[config.mk]
export PLATFORM = sky130hd
export DESIGN_NAME = nfc_information_frame_deframer
export DESIGN_NICKNAME = d
export VERILOG_FILES = /design/src/sv/nfd_pkg.sv /design/src/sv/nfd_in_reg.sv /design/src/sv/nfd_core.sv /design/src/sv/nfd_out_reg.sv /design/src/sv/nfd_information_frame_deframer_placeholder_unused.sv /design/src/sv/nfc_information_frame_deframer.sv
export SDC_FILE = /design/constraint.sdc
export NUM_CORES = 1
export LEC_CHECK = 0
export ABC_AREA = 1
export BUFFER_PORTS_ARGS = -buffer_cell sky130_fd_sc_hd__buf_2
export CORE_MARGIN = 2
export CORE_UTILIZATION = 30
export CTS_CLUSTER_DIAMETER = 150
export DETAILED_ROUTE_END_ITERATION = 10
export HOLD_SLACK_MARGIN = 0.1
export SETUP_SLACK_MARGIN = 0.15
export SLEW_MARGIN = 30
export SYNTH_ARGS = -nofsm -noshare
export SYNTH_HDL_FRONTEND = slang
export SYNTH_HIERARCHICAL = 1
export SYNTH_SLANG_ARGS = --single-unit
[constraint.sdc]
create_clock -name clk -period 5.25 [get_ports clk]
set_input_delay 0.525 -clock clk [delete_from_list [all_inputs] [get_ports clk]]
set_output_delay 0.525 -clock clk [all_outputs]
set_load 0.01 [all_outputs]
[src/sv/nfd_pkg.sv]
package nfd_pkg;

  localparam int LENGTH_BITS = 16;
  localparam int EXT_LEN_BITS = 16;

  typedef logic [LENGTH_BITS-1:0]  len_t;
  typedef logic [EXT_LEN_BITS-1:0] ext_len_t;

  // phase codes
  localparam logic [2:0] PH_HEADER = 3'd0;
  localparam logic [2:0] PH_EXT    = 3'd1;
  localparam logic [2:0] PH_BODY   = 3'd2;
  localparam logic [2:0] PH_DCS    = 3'd3;
  localparam logic [2:0] PH_POST   = 3'd4;

  // result kinds
  localparam logic [2:0] K_PAYLOAD    = 3'd0;
  localparam logic [2:0] K_OK         = 3'd1;
  localparam logic [2:0] K_BAD_START  = 3'd2;
  localparam logic [2:0] K_LEN_CKSUM  = 3'd3;
  localparam logic [2:0] K_DATA_CKSUM = 3'd4;
  localparam logic [2:0] K_BAD_POST   = 3'd5;
  localparam logic [2:0] K_TIMEOUT    = 3'd6;

  localparam logic CMD_BYTE    = 1'b0;
  localparam logic CMD_TIMEOUT = 1'b1;

  localparam logic [7:0] START_0 = 8'h00;
  localparam logic [7:0] START_1 = 8'h00;
  localparam logic [7:0] START_2 = 8'hff;
  localparam logic [7:0] EXT_MARK = 8'hff;
  localparam logic [7:0] POSTAMBLE = 8'h00;

  typedef struct packed {
    logic       cmd;
    logic [7:0] rx_byte;
  } in_t;

  typedef struct packed {
    logic [2:0] kind;
    logic [7:0] out_data;
    logic       last;
  } out_t;

  // result of processing one word in the core
  typedef struct packed {
    logic vld;
    out_t word;
  } res_t;

endpackage

[src/sv/nfd_in_reg.sv]
module nfd_in_reg (
  input  logic          clk,
  input  logic          rst_n,
  input  logic          in_valid,
  output logic          in_stall,
  input  nfd_pkg::in_t  in_word,
  input  logic          take,
  output logic          valid_r,
  output nfd_pkg::in_t  word_r
);

  logic load;

  assign load     = take || !valid_r;
  assign in_stall = !load;

  always_ff @(posedge clk) begin
    if (!rst_n) begin
      valid_r <= 1'b0;
    end else if (load) begin
      valid_r <= in_valid;
    end
  end

  always_ff @(posedge clk) begin
    if (load && in_valid) begin
      word_r <= in_word;
    end
  end

endmodule

[src/sv/nfd_core.sv]
module nfd_core (
  input  logic          clk,
  input  logic          rst_n,
  input  logic          go,
  input  nfd_pkg::in_t  word,
  output nfd_pkg::res_t res
);

  logic [2:0]     phase_r, phase_nxt;
  logic [2:0]     hdr_cnt_r, hdr_cnt_nxt;
  logic [7:0]     hdr_r [0:2];
  logic [7:0]     hdr_nxt [0:2];
  nfd_pkg::len_t  frame_len_r, frame_len_nxt;
  nfd_pkg::len_t  byte_cnt_r, byte_cnt_nxt;
  logic [7:0]     data_sum_r, data_sum_nxt;
  logic           start_bad_r, start_bad_nxt;

  logic [2:0]        ph;
  logic [2:0]        hc;
  logic              sb;
  logic [7:0]        b;
  logic              fin;
  logic [2:0]        fin_kind;
  logic              go_body;
  nfd_pkg::ext_len_t body_len;
  nfd_pkg::len_t     cnt_inc;
  logic [7:0]        sum_inc;

  always_comb begin
    // unused phase codes behave as header collection
    ph = (phase_r > nfd_pkg::PH_POST) ? nfd_pkg::PH_HEADER : phase_r;
    hc = (phase_r > nfd_pkg::PH_POST) ? 3'd0 : hdr_cnt_r;
    sb = (phase_r > nfd_pkg::PH_POST) ? 1'b0 : start_bad_r;
    b  = word.rx_byte;

    phase_nxt     = ph;
    hdr_cnt_nxt   = hc;
    start_bad_nxt = sb;
    hdr_nxt       = hdr_r;
    frame_len_nxt = frame_len_r;
    byte_cnt_nxt  = byte_cnt_r;
    data_sum_nxt  = data_sum_r;

    fin      = 1'b0;
    fin_kind = nfd_pkg::K_OK;
    go_body  = 1'b0;
    body_len = '0;
    cnt_inc  = nfd_pkg::len_t'(byte_cnt_r + 1'b1);
    sum_inc  = 8'(data_sum_r + b);
    res      = '0;

    if (word.cmd == nfd_pkg::CMD_TIMEOUT) begin
      if (!(ph == nfd_pkg::PH_HEADER && hc == 3'd0)) begin
        fin      = 1'b1;
        fin_kind = nfd_pkg::K_TIMEOUT;
      end
    end else begin
      unique case (ph)
        nfd_pkg::PH_HEADER: begin
          if (hc < 3'd3) begin
            hdr_nxt[hc[1:0]] = b;
            hdr_cnt_nxt      = 3'(hc + 1'b1);
          end else if (hc == 3'd3) begin
            start_bad_nxt = (hdr_r[0] != nfd_pkg::START_0) ||
                            (hdr_r[1] != nfd_pkg::START_1) ||
                            (hdr_r[2] != nfd_pkg::START_2);
            hdr_nxt[0]  = b;
            hdr_cnt_nxt = 3'd4;
          end else if (sb) begin
            fin      = 1'b1;
            fin_kind = nfd_pkg::K_BAD_START;
          end else if (hdr_r[0] == nfd_pkg::EXT_MARK && b == nfd_pkg::EXT_MARK) begin
            phase_nxt   = nfd_pkg::PH_EXT;
            hdr_cnt_nxt = 3'd0;
          end else if (8'(hdr_r[0] + b) != 8'h00) begin
            fin      = 1'b1;
            fin_kind = nfd_pkg::K_LEN_CKSUM;
          end else begin
            go_body  = 1'b1;
            body_len = nfd_pkg::ext_len_t'(hdr_r[0]);
          end
        end
        nfd_pkg::PH_EXT: begin
          if (hc < 3'd2) begin
            hdr_nxt[hc[1:0]] = b;
            hdr_cnt_nxt      = 3'(hc + 1'b1);
          end else if (8'(hdr_r[0] + hdr_r[1] + b) != 8'h00) begin
            fin      = 1'b1;
            fin_kind = nfd_pkg::K_LEN_CKSUM;
          end else begin
            go_body  = 1'b1;
            body_len = {hdr_r[0], hdr_r[1]};
          end
        end
        nfd_pkg::PH_BODY: begin
          data_sum_nxt = sum_inc;
          byte_cnt_nxt = cnt_inc;
          if (cnt_inc >= frame_len_r) begin
            phase_nxt = nfd_pkg::PH_DCS;
          end
          res.vld           = 1'b1;
          res.word.kind     = nfd_pkg::K_PAYLOAD;
          res.word.out_data = b;
          res.word.last     = 1'b0;
        end
        nfd_pkg::PH_DCS: begin
          if (sum_inc != 8'h00) begin
            fin      = 1'b1;
            fin_kind = nfd_pkg::K_DATA_CKSUM;
          end else begin
            phase_nxt = nfd_pkg::PH_POST;
          end
        end
        default: begin
          fin      = 1'b1;
          fin_kind = (b == nfd_pkg::POSTAMBLE) ? nfd_pkg::K_OK : nfd_pkg::K_BAD_POST;
        end
      endcase
    end

    if (go_body) begin
      // zero length or one that does not fit the counter is a length error
      if (body_len == '0 || (body_len >> nfd_pkg::LENGTH_BITS) != '0) begin
        fin      = 1'b1;
        fin_kind = nfd_pkg::K_LEN_CKSUM;
      end else begin
        frame_len_nxt = body_len[nfd_pkg::LENGTH_BITS-1:0];
        byte_cnt_nxt  = '0;
        data_sum_nxt  = '0;
        phase_nxt     = nfd_pkg::PH_BODY;
      end
    end

    if (fin) begin
      phase_nxt         = nfd_pkg::PH_HEADER;
      hdr_cnt_nxt       = 3'd0;
      start_bad_nxt     = 1'b0;
      res.vld           = 1'b1;
      res.word.kind     = fin_kind;
      res.word.out_data = 8'h00;
      res.word.last     = 1'b1;
    end
  end

  always_ff @(posedge clk) begin
    if (!rst_n) begin
      phase_r     <= nfd_pkg::PH_HEADER;
      hdr_cnt_r   <= 3'd0;
      start_bad_r <= 1'b0;
      hdr_r[0]    <= 8'h00;
      hdr_r[1]    <= 8'h00;
      hdr_r[2]    <= 8'h00;
      frame_len_r <= '0;
      byte_cnt_r  <= '0;
      data_sum_r  <= 8'h00;
    end else if (go) begin
      phase_r     <= phase_nxt;
      hdr_cnt_r   <= hdr_cnt_nxt;
      start_bad_r <= start_bad_nxt;
      hdr_r       <= hdr_nxt;
      frame_len_r <= frame_len_nxt;
      byte_cnt_r  <= byte_cnt_nxt;
      data_sum_r  <= data_sum_nxt;
    end
  end

endmodule

[src/sv/nfd_out_reg.sv]
module nfd_out_reg (
  input  logic          clk,
  input  logic          rst_n,
  input  logic          load,
  input  nfd_pkg::out_t res_word,
  output logic          out_valid,
  input  logic          out_stall,
  output nfd_pkg::out_t out_word
);

  logic          valid_r;
  nfd_pkg::out_t word_r;

  assign out_valid = valid_r;
  assign out_word  = word_r;

  always_ff @(posedge clk) begin
    if (!rst_n) begin
      valid_r <= 1'b0;
    end else if (load) begin
      valid_r <= 1'b1;
    end else if (!out_stall) begin
      valid_r <= 1'b0;
    end
  end

  always_ff @(posedge clk) begin
    if (load) begin
      word_r <= res_word;
    end
  end

endmodule

[src/sv/nfd_information_frame_deframer_placeholder_unused.sv]
module nfd_word_gate (
  input  logic          in_vld,
  input  nfd_pkg::res_t res,
  input  logic          out_valid,
  input  logic          out_stall,
  output logic          go,
  output logic          load
);

  // a word is processed when its result, if any, has a free output slot
  assign go   = in_vld && (!res.vld || !out_valid || !out_stall);
  assign load = go && res.vld;

endmodule

[src/sv/nfc_information_frame_deframer.sv]
// Order: an accepted word waits in the input register; when it is processed,
//   its result is loaded into the output register and offered on out_valid.
// Throughput: one word per cycle, set by the single-pass deframer between
//   the input register and the output register; a result held by out_stall
//   stalls the input only while the next word also yields a result.
// Reset: synchronous, active low; clears both valid flags and returns the
//   deframer to header collection with all counters and sums at zero.
module nfc_information_frame_deframer (
  input  logic          clk,
  input  logic          rst_n,
  input  logic          in_valid,
  output logic          in_stall,
  input  nfd_pkg::in_t  in_word,
  output logic          out_valid,
  input  logic          out_stall,
  output nfd_pkg::out_t out_word
);

  logic          in_vld_r;
  nfd_pkg::in_t  in_word_r;
  nfd_pkg::res_t res;
  logic          go;
  logic          load;

  nfd_in_reg u_in_reg (
    .clk      (clk),
    .rst_n    (rst_n),
    .in_valid (in_valid),
    .in_stall (in_stall),
    .in_word  (in_word),
    .take     (go),
    .valid_r  (in_vld_r),
    .word_r   (in_word_r)
  );

  nfd_core u_core (
    .clk   (clk),
    .rst_n (rst_n),
    .go    (go),
    .word  (in_word_r),
    .res   (res)
  );

  nfd_word_gate u_gate (
    .in_vld    (in_vld_r),
    .res       (res),
    .out_valid (out_valid),
    .out_stall (out_stall),
    .go        (go),
    .load      (load)
  );

  nfd_out_reg u_out_reg (
    .clk       (clk),
    .rst_n     (rst_n),
    .load      (load),
    .res_word  (res.word),
    .out_valid (out_valid),
    .out_stall (out_stall),
    .out_word  (out_word)
  );

  // a held result is never overwritten
  a_no_overwrite: assert property (@(posedge clk) disable iff (!rst_n)
    (out_valid && out_stall) |-> !load)
    else $error("result overwritten while stalled");

  // payload words and status words are told apart by last alone
  a_kind_last: assert property (@(posedge clk) disable iff (!rst_n)
    out_valid |-> ((out_word.kind == nfd_pkg::K_PAYLOAD) != out_word.last))
    else $error("kind and last disagree");

  a_status_data: assert property (@(posedge clk) disable iff (!rst_n)
    (out_valid && out_word.last) |-> (out_word.out_data == 8'h00))
    else $error("status word carries data");

  // a processed word with a result always shows up on the output
  a_result_shown: assert property (@(posedge clk) disable iff (!rst_n)
    load |=> out_valid)
    else $error("result lost");

endmodule

==> flow_metrics.py <==
metrics = {
    "yosys": {
        "synth.top_cells.by_area": "dfxtp_1, nand2_1, edfxtp_1",
        "yosysUniqueCellTypes": 43,
        "syn_area_um2": 6520,
        "synth.ff_latch_count": 94,
        "yosysTopAreaCellShare": 0.224,
        "yosysTopAreaCell": "dfxtp_1",
        "synth_edf_count": 21,
        "synthCells": 937,
        "seq_area_frac_synth": 0.321,
        "ys_warn_count": 6,
        "async_flop_share": 0,
        "synth_ff_type": "dfxtp_1",
        "avgSynthCellArea_um2": 6.95,
        "syn_nets": 1002,
    },
    "timing": {
        "relSlewSlack": 0.488,
        "final.setup.tns_ns": 0,
        "drv_slew": 0,
        "min_period_ns": 4.79,
        "timing.final.crit_share": 0.912,
        "setup_viol": 0,
        "hold_viol_final": 0,
        "grt_setup_unrepaired": "false",
        "max_freq_ghz": 0.209,
        "finClkSkew_ns": 0.0109,
        "worst_slack_ns": 0.461,
        "tightestPinTransition_ns": 0.767,
    },
    "pwr": {
        "irDropWorstVdd_mv": 0.151,
        "p_leak_nw": 3.37,
        "power_mw": 1.69,
        "p_per_area_nw_per_um2": 233,
    },
    "global_routing": {
        "gr-usage-met2": 0.252,
        "grt_pass1_wl_mm": 29.1,
        "grt-busiest-layer": "met2",
        "gr-usage-met3": 0.0331,
        "overflow": 0,
        "grt_util_all_layers": 0.163,
        "grt_pass1_vias": 5702,
        "antenna_found_initial": 0,
        "use_met1": 0.222,
        "grt_max_degree": 44,
    },
    "detailed_routing": {
        "drt-wirelength-per-cell_um": 14.3,
        "drt_iter0_drc": 543,
        "drcViolationCount": 0,
        "ant_nets": 0,
        "vias": 6092,
        "finalWirelength_mm": 17.7,
        "detail_route.first_pass.iterations": 5,
        "viasPerCell": 4.90,
    },
    "layout": {
        "multi_input_area_um2": 3750,
        "register_area_um2": 2090,
        "area_growth_syn_to_layout_pct": 11.5,
        "diodes": 0,
        "final_area_um2": 7270,
        "nFillCells": 2232,
        "final_layout_size_suffix_gt1_frac": 0.104,
        "instances_no_fill": 1242,
        "nNetsFinal": 1027,
    },
    "placed_design": {
        "dp.cells": 1225,
        "post-place-ws_ns": 0.494,
        "io_buffers": 26,
        "dpl-instance-area_um2": 6950,
        "gp_congestion": 0.901,
        "dp_hpwl_mm": 13.4,
    },
    "die": {
        "die_area_um2": 22900,
        "start_util": 0.308,
        "num_io_pins": 27,
        "die_h_um": 151,
        "die_w_um": 151,
        "num_rows": 53,
        "core_area_um2": 21200,
    },
    "job": {
        "maxCapViolations": 0,
    },
    "clock_network": {
        "cts_hold_buf": 0,
        "root_buffer": "clkbuf_16",
        "cts.clk_slew.worst_paths_ns": 0.07,
        "worst_skew_pair.late_latency_ns": 0.36,
        "cts_max_path_buffers": 2,
        "cts.sinks": 94,
        "htree_num_levels": 3,
        "numCtsBuffers": 9,
        "cts_tree": "built",
    },
    "hold_path": {
        "hp-class": "primary input to register",
        "holdPathEnd": "u_in_reg/word_r[3]",
        "hold_depth": 1,
        "hp-start": "in_word[3]",
    },
    "setup_path": {
        "rrSetupSlack_ns": 0.65,
        "r2r-start": "u_in_reg/word_r[1]",
        "crit_type": "register to output port",
        "required_ns": 4.72,
        "crit_arrival_ns": 4.26,
        "r2r_cells": 25,
        "critPathLaunchType": "register",
        "r2r-end": "u_core/hdr_r[19]",
        "cp-end-kind": "output port",
        "worst-path-max-fanout": 18,
    },
    "run_status": {
        "run_status": "finished clean",
    },
}
-- metal layers --
layer,up-vias,share of wire
met2,167,0.44
met5,-,0
met4,0,0.029
li1,3113,-
met3,29,0.050
met1,2783,0.48
-- how the worst max path moves through the flow --
stage	slack (ns)	startpoint	depth (start not counted)	to
final	0.46	u_in_reg/word_r[1]	24	in_stall
after global placement	0.74	u_in_reg/word_r[1]	27	u_core/hdr_r[18]
after detailed placement	0.49	u_in_reg/word_r[1]	26	u_core/hdr_r[22]
after CTS	0.28	u_in_reg/word_r[1]	25	in_stall
after global routing	0.19	u_in_reg/word_r[1]	25	in_stall
after floorplan	0.78	u_in_reg/word_r[1]	29	u_core/hdr_r[17]
-- cell usage in the layout, fill, tap and decap left out, types with 2 or more instances in the layout --
cell / instances
clkinvlp_4: 2
o21ai_1: 5
a21oi_2: 2
a21oi_1: 67
nor2_4: 7
nor3_1: 12
clkbuf_16: 9
nor2_2: 6
buf_2: 26
edfxtp_1: 21
nand2_4: 2
nand2_1: 193
fa_1: 10
nand4_1: 34
clkinv_1: 2
ha_1: 42
o211ai_1: 8
inv_2: 11
nand2_2: 7
buf_4: 14
nor2_1: 123
o2111ai_1: 3
inv_1: 130
o21ai_0: 43
xor2_1: 14
nand3_4: 2
nand3_2: 2
nor4_1: 8
xnor2_1: 2
a211oi_1: 7
nand3_1: 61
dfxtp_1: 73
or2_2: 3
nand3b_1: 2
clkinv_4: 2
-- registers in the layout, indices dropped and copies added, names as in the netlist --
name                 count
u_out_reg/out_word      12
u_core/phase_r           3
u_core/byte_cnt_r       16
u_out_reg/out_valid      1
u_in_reg/valid_r         1
u_core/start_bad_r       1
u_core/data_sum_r        8
u_core/frame_len_r      16
u_core/hdr_r            24
u_in_reg/word_r          9
u_core/hdr_cnt_r         3
-- final cells by class --
type	instances	area share
clock buffers	10	0.0329
flip-flops and latches	94	0.288
repair buffers	41	0.0351
multi-input cells	673	0.517
inverters	143	0.0740
clock inverters	6	0.00620
well taps	275	0.0473
-- power by group --
group	total (mW)	internal (mW)	leakage, nW	switching, mW
Sequential	0.780	0.757	0.797	0.0225
Combinational	0.266	0.0897	2.44	0.176
Clock	0.645	0.336	0.133	0.309
-- worst max-delay path: stages (launching register included) --
cell      delay (ns)
edfxtp_1        0.42
fa_1            0.55
ha_1            0.16
inv_1           0.05
fa_1            0.43
nor3_1          0.24
nor2_1          0.07
nand2_1         0.06
nand2_1         0.08
nor2_4          0.13
buf_12          0.14
nand4_1         0.08
nand2_1         0.11
nor2_1          0.04
and2_1          0.24
nand3_4         0.18
nand3_1         0.13
nand3_2         0.12
nand2_2         0.07
inv_2           0.06
buf_4           0.22
inv_1           0.08
nand2_2         0.08
inv_2           0.03
buf_2           0.12
-- per-stage QoR --
step / utilization / hold WS [ns]
6_report: 0.344 / 0.335
5_1_grt: 0.344 / 0.325
4_1_cts: 0.342 / 0.322
3_5_place_dp: 0.328 / 0.450
3_3_place_gp: 0.328 / 0.443
2_1_floorplan: - / 0.430
-- cell families (layout without fill, tap and decap cells) --
logic type | after synthesis | after routing | synth area share
and+or+nand+nor | 463 | 463 | 0.319
xor gates and xnor gates | 16 | 16 | 0.0215
buffers and inverters | 170 | 200 | 0.105
adders and majority gates | 52 | 52 | 0.111
AOI/OAI and AO/OA | 142 | 142 | 0.122
DFF | 94 | 94 | 0.321
-- synthesized netlist by cell type, types with 8 or more instances --
cell	instances
o21ai_0	43
clkbuf_1	16
edfxtp_1	21
nor4_1	8
nor2_1	123
nand2_1	194
nand3_1	61
nor3_1	12
fa_1	10
xor2_1	14
ha_1	42
a21oi_1	67
inv_1	130
o211ai_1	8
nand4_1	34
dfxtp_1	73
inv_2	11
-- repair_timing --
| item | CTS | global route |
|---|---|---|
| buffers inserted | 0 | 1 |
| endpoints found under the setup margin | 0 | 15 |
| resized for setup | 0 | 3 |
No activity file was read; power rests on OpenSTA's default activity.
